## src/fohtu_pkg.sv

```systemverilog
// Shared constants, types and codes of the frequency-ordered history table.
package fohtu_pkg;

  localparam int unsigned DEPTH    = 64;
  localparam int unsigned KEY_BITS = 32;
  localparam int unsigned KEY_W    = (KEY_BITS < 32) ? KEY_BITS : 32;
  localparam int unsigned IDX_W    = $clog2(DEPTH);
  localparam int unsigned CNT_W    = $clog2(DEPTH + 1);
  localparam int unsigned USE_W    = 32;
  localparam logic [USE_W-1:0] USE_MAX = '1;

  typedef enum logic [1:0] {
    KIND_ADD    = 2'd0,
    KIND_REMOVE = 2'd1,
    KIND_READ   = 2'd2,
    KIND_IGNORE = 2'd3
  } kind_e;

  typedef enum logic [1:0] {
    ST_OK        = 2'd0,
    ST_NOT_FOUND = 2'd1,
    ST_FULL      = 2'd2,
    ST_RANGE     = 2'd3
  } status_e;

  typedef enum logic [2:0] {
    S_IDLE,
    S_SCAN,
    S_PLAN,
    S_WRITE,
    S_DONE
  } state_e;

  typedef enum logic [1:0] {
    WM_NONE,
    WM_BUMP,
    WM_REMOVE,
    WM_APPEND
  } mode_e;

  typedef struct packed {
    logic [KEY_W-1:0] key;
    logic [USE_W-1:0] uses;
  } entry_t;

  typedef struct packed {
    logic   shift;
    entry_t wr;
  } ring_ctl_t;

endpackage

```

## src/fohtu_cell.sv

```systemverilog
// One storage cell of the rotating table ring.
module fohtu_cell (
  input  logic              clk_i,
  input  logic              shift_i,
  input  fohtu_pkg::entry_t nxt_i,
  output fohtu_pkg::entry_t ent_o
);
  import fohtu_pkg::*;

  entry_t ent_q;

  always_ff @(posedge clk_i) begin
    if (shift_i) begin
      ent_q <= nxt_i;
    end
  end

  assign ent_o = ent_q;

endmodule

```

## src/fohtu_ctrl.sv

```systemverilog
// Sequencer that scans the ring, plans the update, rewrites the ring when the table changes and holds the result.
module fohtu_ctrl (
  input  logic                 clk_i,
  input  logic                 rst_ni,
  input  logic                 in_valid_i,
  output logic                 in_ready_o,
  input  logic [1:0]           kind_i,
  input  logic [31:0]          key_i,
  input  logic [5:0]           index_i,
  output logic                 out_valid_o,
  input  logic                 out_ready_i,
  output logic [1:0]           status_o,
  output logic [5:0]           rank_o,
  output logic [31:0]          entry_key_o,
  output logic [31:0]          entry_uses_o,
  output logic [6:0]           entries_in_use_o,
  input  fohtu_pkg::entry_t    tap_i,
  output fohtu_pkg::ring_ctl_t ring_o
);
  import fohtu_pkg::*;

  state_e           state_q, state_d;
  logic [CNT_W-1:0] step_q;
  logic [CNT_W-1:0] valid_q;
  logic             found_q;
  logic             out_valid_q;

  kind_e            kind_q;
  logic [KEY_W-1:0] key_q;
  logic [5:0]       idx_q;
  logic [IDX_W-1:0] pos_q, dst_q, run_q;
  logic [USE_W-1:0] cnt_q, prev_q;
  entry_t           rd_q, h1_q, h2_q;
  mode_e            mode_q;
  logic [1:0]       res_status_q;
  logic [5:0]       res_rank_q;
  logic [31:0]      res_key_q, res_uses_q;
  logic [1:0]       out_status_q;
  logic [5:0]       out_rank_q;
  logic [31:0]      out_key_q, out_uses_q;
  logic [6:0]       out_count_q;

  logic             accept, last_scan, last_write, hit, deliver;
  logic [IDX_W-1:0] step_idx, run_now, wr_idx, dst_fix;
  logic [CNT_W-1:0] wr_pos;
  logic [USE_W-1:0] cnt_inc;
  entry_t           new_ent;

  mode_e            plan_mode;
  status_e          plan_status;
  logic [5:0]       plan_rank;
  logic [31:0]      plan_key, plan_uses;
  logic [IDX_W-1:0] plan_pos;
  logic [CNT_W-1:0] plan_valid;

  assign accept     = in_valid_i && in_ready_o;
  assign deliver    = !out_valid_q || out_ready_i;
  assign last_scan  = (step_q == CNT_W'(DEPTH - 1));
  assign last_write = (step_q == CNT_W'(DEPTH));
  assign step_idx   = step_q[IDX_W-1:0];
  assign wr_pos     = step_q - CNT_W'(1);
  assign wr_idx     = wr_pos[IDX_W-1:0];
  assign hit        = !found_q && (step_q < valid_q) && (tap_i.key == key_q);
  assign run_now    = ((step_q == '0) || (tap_i.uses != prev_q)) ? step_idx : run_q;
  assign cnt_inc    = (cnt_q == USE_MAX) ? cnt_q : cnt_q + USE_W'(1);
  assign dst_fix    = (cnt_q == USE_MAX) ? pos_q : dst_q;
  assign new_ent    = '{key: key_q, uses: res_uses_q};

  always_comb begin
    plan_mode   = WM_NONE;
    plan_status = ST_OK;
    plan_rank   = '0;
    plan_key    = '0;
    plan_uses   = '0;
    plan_pos    = pos_q;
    plan_valid  = valid_q;
    case (kind_q)
      KIND_ADD: begin
        plan_key = 32'(key_q);
        if (found_q) begin
          plan_mode = WM_BUMP;
          plan_rank = 6'(dst_fix);
          plan_uses = cnt_inc;
        end else if (valid_q == CNT_W'(DEPTH)) begin
          plan_status = ST_FULL;
        end else begin
          plan_mode  = WM_APPEND;
          plan_pos   = valid_q[IDX_W-1:0];
          plan_rank  = 6'(valid_q);
          plan_uses  = 32'd1;
          plan_valid = valid_q + CNT_W'(1);
        end
      end
      KIND_REMOVE: begin
        plan_key = 32'(key_q);
        if (found_q) begin
          plan_mode  = WM_REMOVE;
          plan_rank  = 6'(pos_q);
          plan_uses  = cnt_q;
          plan_valid = valid_q - CNT_W'(1);
        end else begin
          plan_status = ST_NOT_FOUND;
        end
      end
      KIND_READ: begin
        plan_rank = idx_q;
        if (32'(idx_q) < 32'(valid_q)) begin
          plan_key  = 32'(rd_q.key);
          plan_uses = rd_q.uses;
        end else begin
          plan_status = ST_RANGE;
        end
      end
      default: begin
      end
    endcase
  end

  always_comb begin
    state_d = state_q;
    unique case (state_q)
      S_IDLE:  if (in_valid_i) state_d = S_SCAN;
      S_SCAN:  if (last_scan) state_d = S_PLAN;
      S_PLAN:  state_d = (plan_mode != WM_NONE) ? S_WRITE : S_DONE;
      S_WRITE: if (last_write) state_d = S_DONE;
      S_DONE:  if (deliver) state_d = S_IDLE;
      default: state_d = S_IDLE;
    endcase
  end

  always_comb begin
    in_ready_o   = (state_q == S_IDLE);
    ring_o.shift = (state_q == S_SCAN) || (state_q == S_WRITE);
    ring_o.wr    = tap_i;
    if ((state_q == S_WRITE) && (step_q != '0)) begin
      ring_o.wr = h1_q;
      case (mode_q)
        WM_BUMP: begin
          if (wr_idx == dst_q) begin
            ring_o.wr = new_ent;
          end else if ((wr_idx > dst_q) && (wr_idx <= pos_q)) begin
            ring_o.wr = h2_q;
          end
        end
        WM_REMOVE: begin
          if (wr_idx >= pos_q) begin
            ring_o.wr = tap_i;
          end
        end
        WM_APPEND: begin
          if (wr_idx == pos_q) begin
            ring_o.wr = new_ent;
          end
        end
        default: begin
        end
      endcase
    end
  end

  always_ff @(posedge clk_i or negedge rst_ni) begin
    if (!rst_ni) begin
      state_q     <= S_IDLE;
      step_q      <= '0;
      valid_q     <= '0;
      found_q     <= 1'b0;
      out_valid_q <= 1'b0;
    end else begin
      state_q <= state_d;
      if (accept) begin
        step_q  <= '0;
        found_q <= 1'b0;
      end
      if (state_q == S_SCAN) begin
        step_q <= last_scan ? '0 : step_q + CNT_W'(1);
        if (hit) begin
          found_q <= 1'b1;
        end
      end
      if (state_q == S_PLAN) begin
        step_q  <= '0;
        valid_q <= plan_valid;
      end
      if (state_q == S_WRITE) begin
        step_q <= step_q + CNT_W'(1);
      end
      if ((state_q == S_DONE) && deliver) begin
        out_valid_q <= 1'b1;
      end else if (out_ready_i) begin
        out_valid_q <= 1'b0;
      end
    end
  end

  always_ff @(posedge clk_i) begin
    if (accept) begin
      kind_q <= kind_e'(kind_i);
      key_q  <= key_i[KEY_W-1:0];
      idx_q  <= index_i;
    end
    if (state_q == S_SCAN) begin
      prev_q <= tap_i.uses;
      run_q  <= run_now;
      if (32'(step_q) == 32'(idx_q)) begin
        rd_q <= tap_i;
      end
      if (hit) begin
        pos_q <= step_idx;
        dst_q <= run_now;
        cnt_q <= tap_i.uses;
      end
    end
    if (state_q == S_PLAN) begin
      mode_q       <= plan_mode;
      pos_q        <= plan_pos;
      dst_q        <= dst_fix;
      res_status_q <= plan_status;
      res_rank_q   <= plan_rank;
      res_key_q    <= plan_key;
      res_uses_q   <= plan_uses;
    end
    if (state_q == S_WRITE) begin
      h1_q <= tap_i;
      h2_q <= h1_q;
    end
    if ((state_q == S_DONE) && deliver) begin
      out_status_q <= res_status_q;
      out_rank_q   <= res_rank_q;
      out_key_q    <= res_key_q;
      out_uses_q   <= res_uses_q;
      out_count_q  <= 7'(valid_q);
    end
  end

  assign out_valid_o      = out_valid_q;
  assign status_o         = out_status_q;
  assign rank_o           = out_rank_q;
  assign entry_key_o      = out_key_q;
  assign entry_uses_o     = out_uses_q;
  assign entries_in_use_o = out_count_q;

`ifndef SYNTHESIS
  a_valid_bound: assert property (@(posedge clk_i) disable iff (!rst_ni)
    valid_q <= CNT_W'(DEPTH))
    else $error("entry count exceeds table depth");

  a_hit_in_range: assert property (@(posedge clk_i) disable iff (!rst_ni)
    (state_q == S_PLAN && found_q) |-> (CNT_W'(pos_q) < valid_q))
    else $error("hit position lies beyond the valid entries");

  a_bump_order: assert property (@(posedge clk_i) disable iff (!rst_ni)
    (state_q == S_WRITE && mode_q == WM_BUMP) |-> (dst_q <= pos_q))
    else $error("bumped entry would move backward");

  a_one_item: assert property (@(posedge clk_i) disable iff (!rst_ni)
    accept |=> !in_ready_o)
    else $error("second transaction accepted while one is in flight");

  a_full_status: assert property (@(posedge clk_i) disable iff (!rst_ni)
    (state_q == S_PLAN && plan_status == ST_FULL) |-> (valid_q == CNT_W'(DEPTH)))
    else $error("full status reported on a table with free entries");
`endif

endmodule

```

## src/frequency_ordered_history_table_unit.sv

```systemverilog
// Top level of the frequency-ordered history table: a rotating ring of cells and its sequencer.
//
//   Channel   Handshake                 Payload
//   input     in_valid_i / in_ready_o   kind_i, key_i, index_i
//   output    out_valid_o / out_ready_i status_o, rank_o, entry_key_o, entry_uses_o,
//                                       entries_in_use_o
//
// Each transaction rotates the ring of DEPTH cells one cell per cycle in a scan pass;
// add and remove hits and appends add a rewrite pass, in which the table changes.
// One transaction is in flight at a time; the result register lets the next item start
// while the previous result waits, and the sequencer holds when that register is full.
// Reset empties the table at once; cell contents need no clearing.
module frequency_ordered_history_table_unit (
  input  logic        clk_i,
  input  logic        rst_ni,
  input  logic        in_valid_i,
  output logic        in_ready_o,
  input  logic [1:0]  kind_i,
  input  logic [31:0] key_i,
  input  logic [5:0]  index_i,
  output logic        out_valid_o,
  input  logic        out_ready_i,
  output logic [1:0]  status_o,
  output logic [5:0]  rank_o,
  output logic [31:0] entry_key_o,
  output logic [31:0] entry_uses_o,
  output logic [6:0]  entries_in_use_o
);
  import fohtu_pkg::*;

  entry_t    cell_ent [DEPTH];
  ring_ctl_t ring;

  fohtu_ctrl u_ctrl (
    .clk_i            (clk_i),
    .rst_ni           (rst_ni),
    .in_valid_i       (in_valid_i),
    .in_ready_o       (in_ready_o),
    .kind_i           (kind_i),
    .key_i            (key_i),
    .index_i          (index_i),
    .out_valid_o      (out_valid_o),
    .out_ready_i      (out_ready_i),
    .status_o         (status_o),
    .rank_o           (rank_o),
    .entry_key_o      (entry_key_o),
    .entry_uses_o     (entry_uses_o),
    .entries_in_use_o (entries_in_use_o),
    .tap_i            (cell_ent[0]),
    .ring_o           (ring)
  );

  for (genvar g = 0; g < DEPTH; g++) begin : g_cell
    if (g == DEPTH - 1) begin : g_tail
      fohtu_cell u_cell (
        .clk_i   (clk_i),
        .shift_i (ring.shift),
        .nxt_i   (ring.wr),
        .ent_o   (cell_ent[g])
      );
    end else begin : g_body
      fohtu_cell u_cell (
        .clk_i   (clk_i),
        .shift_i (ring.shift),
        .nxt_i   (cell_ent[g+1]),
        .ent_o   (cell_ent[g])
      );
    end
  end

endmodule

```

## config.mk

```make
export PLATFORM = sky130hd
export DESIGN_NAME = frequency_ordered_history_table_unit
export DESIGN_NICKNAME = d
export VERILOG_FILES = /design/src/fohtu_pkg.sv /design/src/fohtu_cell.sv /design/src/fohtu_ctrl.sv /design/src/frequency_ordered_history_table_unit.sv
export SDC_FILE = /design/constraint.sdc
export NUM_CORES = 2
export LEC_CHECK = 0
export BUFFER_PORTS_ARGS = -buffer_cell sky130_fd_sc_hd__buf_4
export CORE_UTILIZATION = 50
export CTS_CLUSTER_SIZE = 24
export DETAILED_ROUTE_END_ITERATION = 12
export MAX_ROUTING_LAYER = met4
export PLACE_DENSITY = 0.76
export RECOVER_POWER = 50
export SYNTH_ARGS = -nofsm -noshare
export SYNTH_HDL_FRONTEND = slang
export SYNTH_SLANG_ARGS = --single-unit
```

## constraint.sdc

```tcl
create_clock -name clk_i -period 71.9 [get_ports clk_i]
set_input_delay 14.38 -clock clk_i [delete_from_list [all_inputs] [get_ports clk_i]]
set_output_delay 14.38 -clock clk_i [all_outputs]
set_load 0.005 [all_outputs]
```

# After elaboration in Yosys (flattened, before gate mapping)
# Index checks and enable logic that the tools add are counted.
# word_totals
romBits	0
word_cells	281
ff_bits	4582
mem_bits_rw	0
latchBits	0
output_inout_bits	81
mem_count	0
# classes
n_mul	0
n_eq_ne	28
n_reduce_logical	28
div_mod_pow	0
order_cmp	5
shifts	0
bitwise_logic	0
mux	58
n_addsub	5
# ops
op	n
64-bit two-way mux	5
64-bit case mux with 3 select lines	1
32-bit two-way mux	5
32-bit case mux with 3 select lines	1
6-bit two-way mux	14
32-bit case mux with 2 select lines	1
7-bit two-way mux	8
32-bit by 1-bit adder with 32-bit output, second input constant	1
32-bit == test	1
32-bit == test, second input constant	1
32-bit inequality test	1
6-bit case mux with 3 select lines	1
3-bit two-way mux	5
3-bit case mux with 5 select lines	1
7-bit by 1-bit adder with 7-bit output, second input constant	2
7-bit == test, second input constant	2
7-bit case mux with 2 select lines	1
6-bit == test	2
2-bit two-way mux	6
2-bit inequality test, second input constant	6
5-bit AND reduction	2
2-bit nonzero test	5
2-bit by 1-bit inequality test with 1-bit output, second input constant	4
7-bit by 6-bit == test with 1-bit output	1
27 further kinds	47

# Longest topological paths before layout
# logic_depth
ltp_word	7
ltp_mapped	14
depth_no_buf	11

# Modules after synthesis
# Synthesis repeated with hierarchy kept, for this count alone.
# unflattened
hier_cells	5939
hier_area_um2	147242.5
# by_module_without_submodules
mod	seq_area_each_um2	n_inst	area_per_inst_um2	cells_each
fohtu_cell	1921.8	64	1921.8	64
fohtu_ctrl	14498.9	1	24244.5	1843

# Worst setup path before layout
# Ideal clock, no wire load.
# synth_timing
kind	register to register
start	register u_ctrl.state_q[0]
end	register u_ctrl.state_q[1]
slack_ns	15.690
stages_incl_launch_ff	7
arrival_ns	56.018
t_required_ns	71.708
synth_period_minus_slack_ns	56.210
n_path_buf	2
path_cell_list	dfrtp_1 buf_2 nor2b_1 buf_2 o31ai_1 o211ai_1 a21oi_1
# synth_via
elab_chain_len	3
elab_cells_between_ends	11
cone_classes	eq/ne: 8; mux: 1; reduce/logical: 2
# synth_lines
item	line	text
start: declaration	fohtu_ctrl.sv:22	state_e state_q, state_d;
start signal: assignment	fohtu_ctrl.sv:169	state_q <= state_d;
3-bit by 1-bit == test with 1-bit output (tied with other cells)	fohtu_ctrl.sv:121	unique case (state_q)
2-bit by 1-bit inequality test with 1-bit output (no source line) / 2-bit inequality test (equally long branches)	-	
4-bit AND reduction (no source line)	-	
# Parallel ways exist; a longest one is shown, timed or not.
# A chain may end at the register's enable or synchronous reset.

# Worst setup path after layout
# layout_timing
start	register u_ctrl.state_q[1]
end	output in_ready_o
# layout_via
elab_chain_len	1
# layout_lines
item	line	text
3-bit zero test	fohtu_ctrl.sv:132	in_ready_o = (state_q == S_IDLE);
end: declaration	frequency_ordered_history_table_unit.sv:17	output logic in_ready_o,
# Every way passes these cells.

==> summary.md <==
| Metric | Value |
|---|---|
| RePlAce Congestion | between 0.8 and 0.9 |
| Syn_nets | between 6000 and 7000 |
| Postcts setup bufs | 0 |
| Leading area contributor after synthesis | edfxtp_1 |
| Vias in the first global route | ~60000 |
| Final HPWL DP | about 120000 um |
| Fraction of registers with async set/reset | less than 1% |
| Fin. max-slew vios | between 300 and 400 |
| Worst vdd ir | 37.5 uV |
| Xor-xnor portion of the synthesized cell area | 0.636% |
| Starting Density | between 50% and 60% |
| Root Driver | clkbuf_16 |
| Routed length per instance | 24.1 um |
| Final net count | ~6600 |
| Critical path, cell by cell | nor3_1 > buf_4 |
| Port bufs | between 100 and 150 |
| Min-delay src | g_cell[41].g_body.u_cell.ent_o[13]$_DFFE_PP_ |
| Slowest stage cell, crit path | dfrtp_1 |
| CP max FO | 15 |
| DR vias | just under 60000 |
| Top delay family on crit path | flip-flops |
| Worst setup SP type | flip-flop |
| Yosys top cell area share | 93.9% |
| Ys Warns | 0 |
| Worst skew pair latency | ~950 ps |
| Setup_tns | 0 ps |
| Drt pass-1 iters | 6 |
| Critical path class | flip-flop to output port |
| First-pass GRT wire length | 384000 um |
| CTS H-tree depth | 5 |
| Pwr dens | between 40 and 50 nW/um2 |
| Failing checks | capacitance limit, slew limit |
| Max Fclk | about 61 MHz |
| Final min period | roughly 16000 ps |
| Most frequent cells in the layout | 4563 x edfxtp_1, 420 x clkbuf_16, 189 x buf_4, 185 x nand2_1, 149 x nor2_1 |
| Final Setup Violations | 0 |
| Detailed-route DRC error count | 0 |
| Total gr overflow | 0 |
| Register bit total from synthesis | 4582 |
| Crit path capture | in_ready_o |
| Total GRT Usage | between 10% and 20% |
| Die Width | around 540 um |
| Post-synth EDFFs | around 4600 |
| Clock sink count | approximately 4600 |
| Post-Synth Adder-Cell Area | 0.288% |
| Worst min path class | flip-flop to flip-flop |
| Core Area | just under 300000 um2 |
| # fillers | 19239 |
| Initial antenna violation count | 28 |
| Status | finished with violations |
| Post-synthesis area per instance | around 24 um2 |
| Top Ports | 125 |
| Post-Synth Simple-Gate Area | between 1.5 and 2% |
| Combinational family with the most area after synthesis | compound AO/OA/AOI/OAI gates |
| Critical Path AT | around 2100 ps |
| TritonCTS Buffers | about 420 |
| Final core occ | between 50% and 60% |
| R2R Path Start | u_ctrl.state_q[0]$_DFFE_PN0P_ |
| Count of different cell masters after synthesis | 66 |
| Clk slew on worst S/H paths | around 70 ps |
| Fin. Hold Viols | 0 |
| CP peak stage delay | just under 600 ps |
| RR Endpoint | g_cell[32].g_body.u_cell.ent_o[17]$_DFFE_PP_ |
| Final WL | 258000 um |
| Die Area | 294000 um2 |
| Slew headroom | -584% |
| Post-cts resize count | 0 |
| Dpl cells | approximately 10000 |
| R2r setup slk | roughly 62000 ps |
| Vias/cell | 5.39 |
| Seq/Total Area, Yosys | 94.2% |
| Final Cycle Share | between 20% and 30% |
| Fin cells | between 10000 and 15000 |
| Largest net degree at the start of global routing | 220 |
| Most common cell after layout, fill and taps aside | edfxtp_1 |
| Unrepaired setup endpoints after global routing | no |
| Slew @ Worst Pin | slightly above 10000 ps |
| Row cnt | just under 200 |
| R2R cell count | 9 |
| WHS | about 370 ps |
| Worst path buffer plus inverter count | 1 |
| Number of max-cap violations | 3 |
| CP Launch Point | u_ctrl.state_q[1]$_DFFE_PN0P_ |
| Die Y | ~540 um |
| Area Overhead vs Synth | 13.5% |
| Top FF cell, synth | edfxtp_1 |
| Clk_skew | 69.2 ps |
| Top cells by area, synth | edfxtp_1 94%, nand2_1 0.48%, o221ai_1 0.42%, nor2_1 0.39%, a21o_1 0.37% |
| Area after DPL | 152000 um2 |
| LEAKAGE | roughly 53 nW |
| Post-route design area | 166000 um2 |
| Max Root-Sink Buffers | 4 |
| Post-Syn Instances | approximately 6000 |
| CTS tree | built |
| Layout cells sized above 1 | approximately 12% |
| CTS Hold Buffers Added | 0 |
| Antenna viol nets, final | 0 |
| WP depth | 2 |
| Worst path required time | ~58000 ps |
| CP Capture Type | output port |
| Mux cell area share after synthesis | less than 1% |
| DRT iter0 DRCs | between 6000 and 7000 |
| Compound-cell area share of the yosys netlist | between 2 and 2.5% |
| Synth Cell Area | 146000 um2 |
==> area by class of cell <==
type	count	area, um2	area share, %
multi-input combinational	1170	7570	4.57
antenna	12	30.0	0.0181
clock buffer	486	10800	6.50
sequential	4582	137000	83.0
tap	3880	4850	2.93
inverter	125	470	0.284
timing repair buffer	195	1490	0.900
clock inverter	285	2910	1.76
==> sequential cells by signal, indices dropped and copies added (netlist names), 3 cells and up <==
register and cells:
g_cell.g_body.u_cell.ent_o 4032, g_cell.g_tail.u_cell.ent_o 64, u_ctrl.h1_q 64, u_ctrl.h2_q 64, u_ctrl.rd_q 64, u_ctrl.cnt_q 32
u_ctrl.entry_key_o 32, u_ctrl.entry_uses_o 32, u_ctrl.key_q 32, u_ctrl.prev_q 32, u_ctrl.res_key_q 32, u_ctrl.res_uses_q 32
u_ctrl.entries_in_use_o 7, u_ctrl.step_q 7, u_ctrl.valid_q 7, u_ctrl.dst_q 6, u_ctrl.idx_q 6, u_ctrl.pos_q 6
u_ctrl.rank_o 6, u_ctrl.res_rank_q 6, u_ctrl.run_q 6, u_ctrl.state_q 3
==> layer usage <==
metal | global-route usage (%) | wire, um
met2 | 27.5 | 122000
met4 | 8.82 | 13900
met5 | - | 0
met1 | 23.7 | 103000
met3 | 3.26 | 19300
==> power breakdown <==
part	switching [W]	total, W	internal [W]
logic	0.000248	0.000308	0.0000601
clock network	0.00100	0.00223	0.00123
registers	0.000301	0.00432	0.00402
total	0.00155	0.00686	0.00531
==> Yosys cell counts, types with 3 or more instances <==
library cell  instances
o221a_1               6
or3_1                 3
a2bb2oi_1            32
o21ai_0              80
nor3_1               12
buf_1                 5
a22oi_1               6
o221ai_1             70
xor2_1               58
a21o_1               72
nor2_1              152
o211ai_1             65
dfrtp_1              19
clkbuf_1             80
edfxtp_1           4563
nand2_1             185
nor4_1               77
nor2b_1               7
xnor2_1              48
a22o_1                3
ha_1                 32
nand3_1              25
and4_1                9
o21ai_1              11
nand2b_1              8
mux2i_1              41
inv_1               125
a31oi_1               6
and3_1               10
a21oi_1              80
nand4_1              24
o21a_1                3
mux2_2                6
buf_2                33
==> through the flow <==
step	power, W	setup WS [ps]
2_1_floorplan	0.00475	15690
3_3_place_gp	0.00457	56050
3_5_place_dp	0.00460	55990
4_1_cts	0.00693	55360
5_1_grt	0.00710	55370
6_report	0.00686	55410
==> worst min-delay path by stage <==
| stage | end | cells after the start |
|---|---|---|
| floorplan | g_cell[0].g_body.u_cell.ent_o[0]$_DFFE_PP_ | 0 |
| global route | g_cell[40].g_body.u_cell.ent_o[13]$_DFFE_PP_ | 0 |
| CTS | g_cell[40].g_body.u_cell.ent_o[13]$_DFFE_PP_ | 0 |
| global placement | g_cell[22].g_body.u_cell.ent_o[42]$_DFFE_PP_ | 0 |
| detailed placement | g_cell[0].g_body.u_cell.ent_o[51]$_DFFE_PP_ | 0 |
| finish | g_cell[40].g_body.u_cell.ent_o[13]$_DFFE_PP_ | 0 |
==> cell families after synthesis <==
logic type / count (synthesis)
AOI/OAI and AO/OA: 451
xor gates and xnor gates: 106
adders and majority gates: 33
buffers and inverters: 244
DFF: 4582
muxes: 47
and+or+nand+nor: 533
No activity file was read; power rests on OpenSTA's default activity.
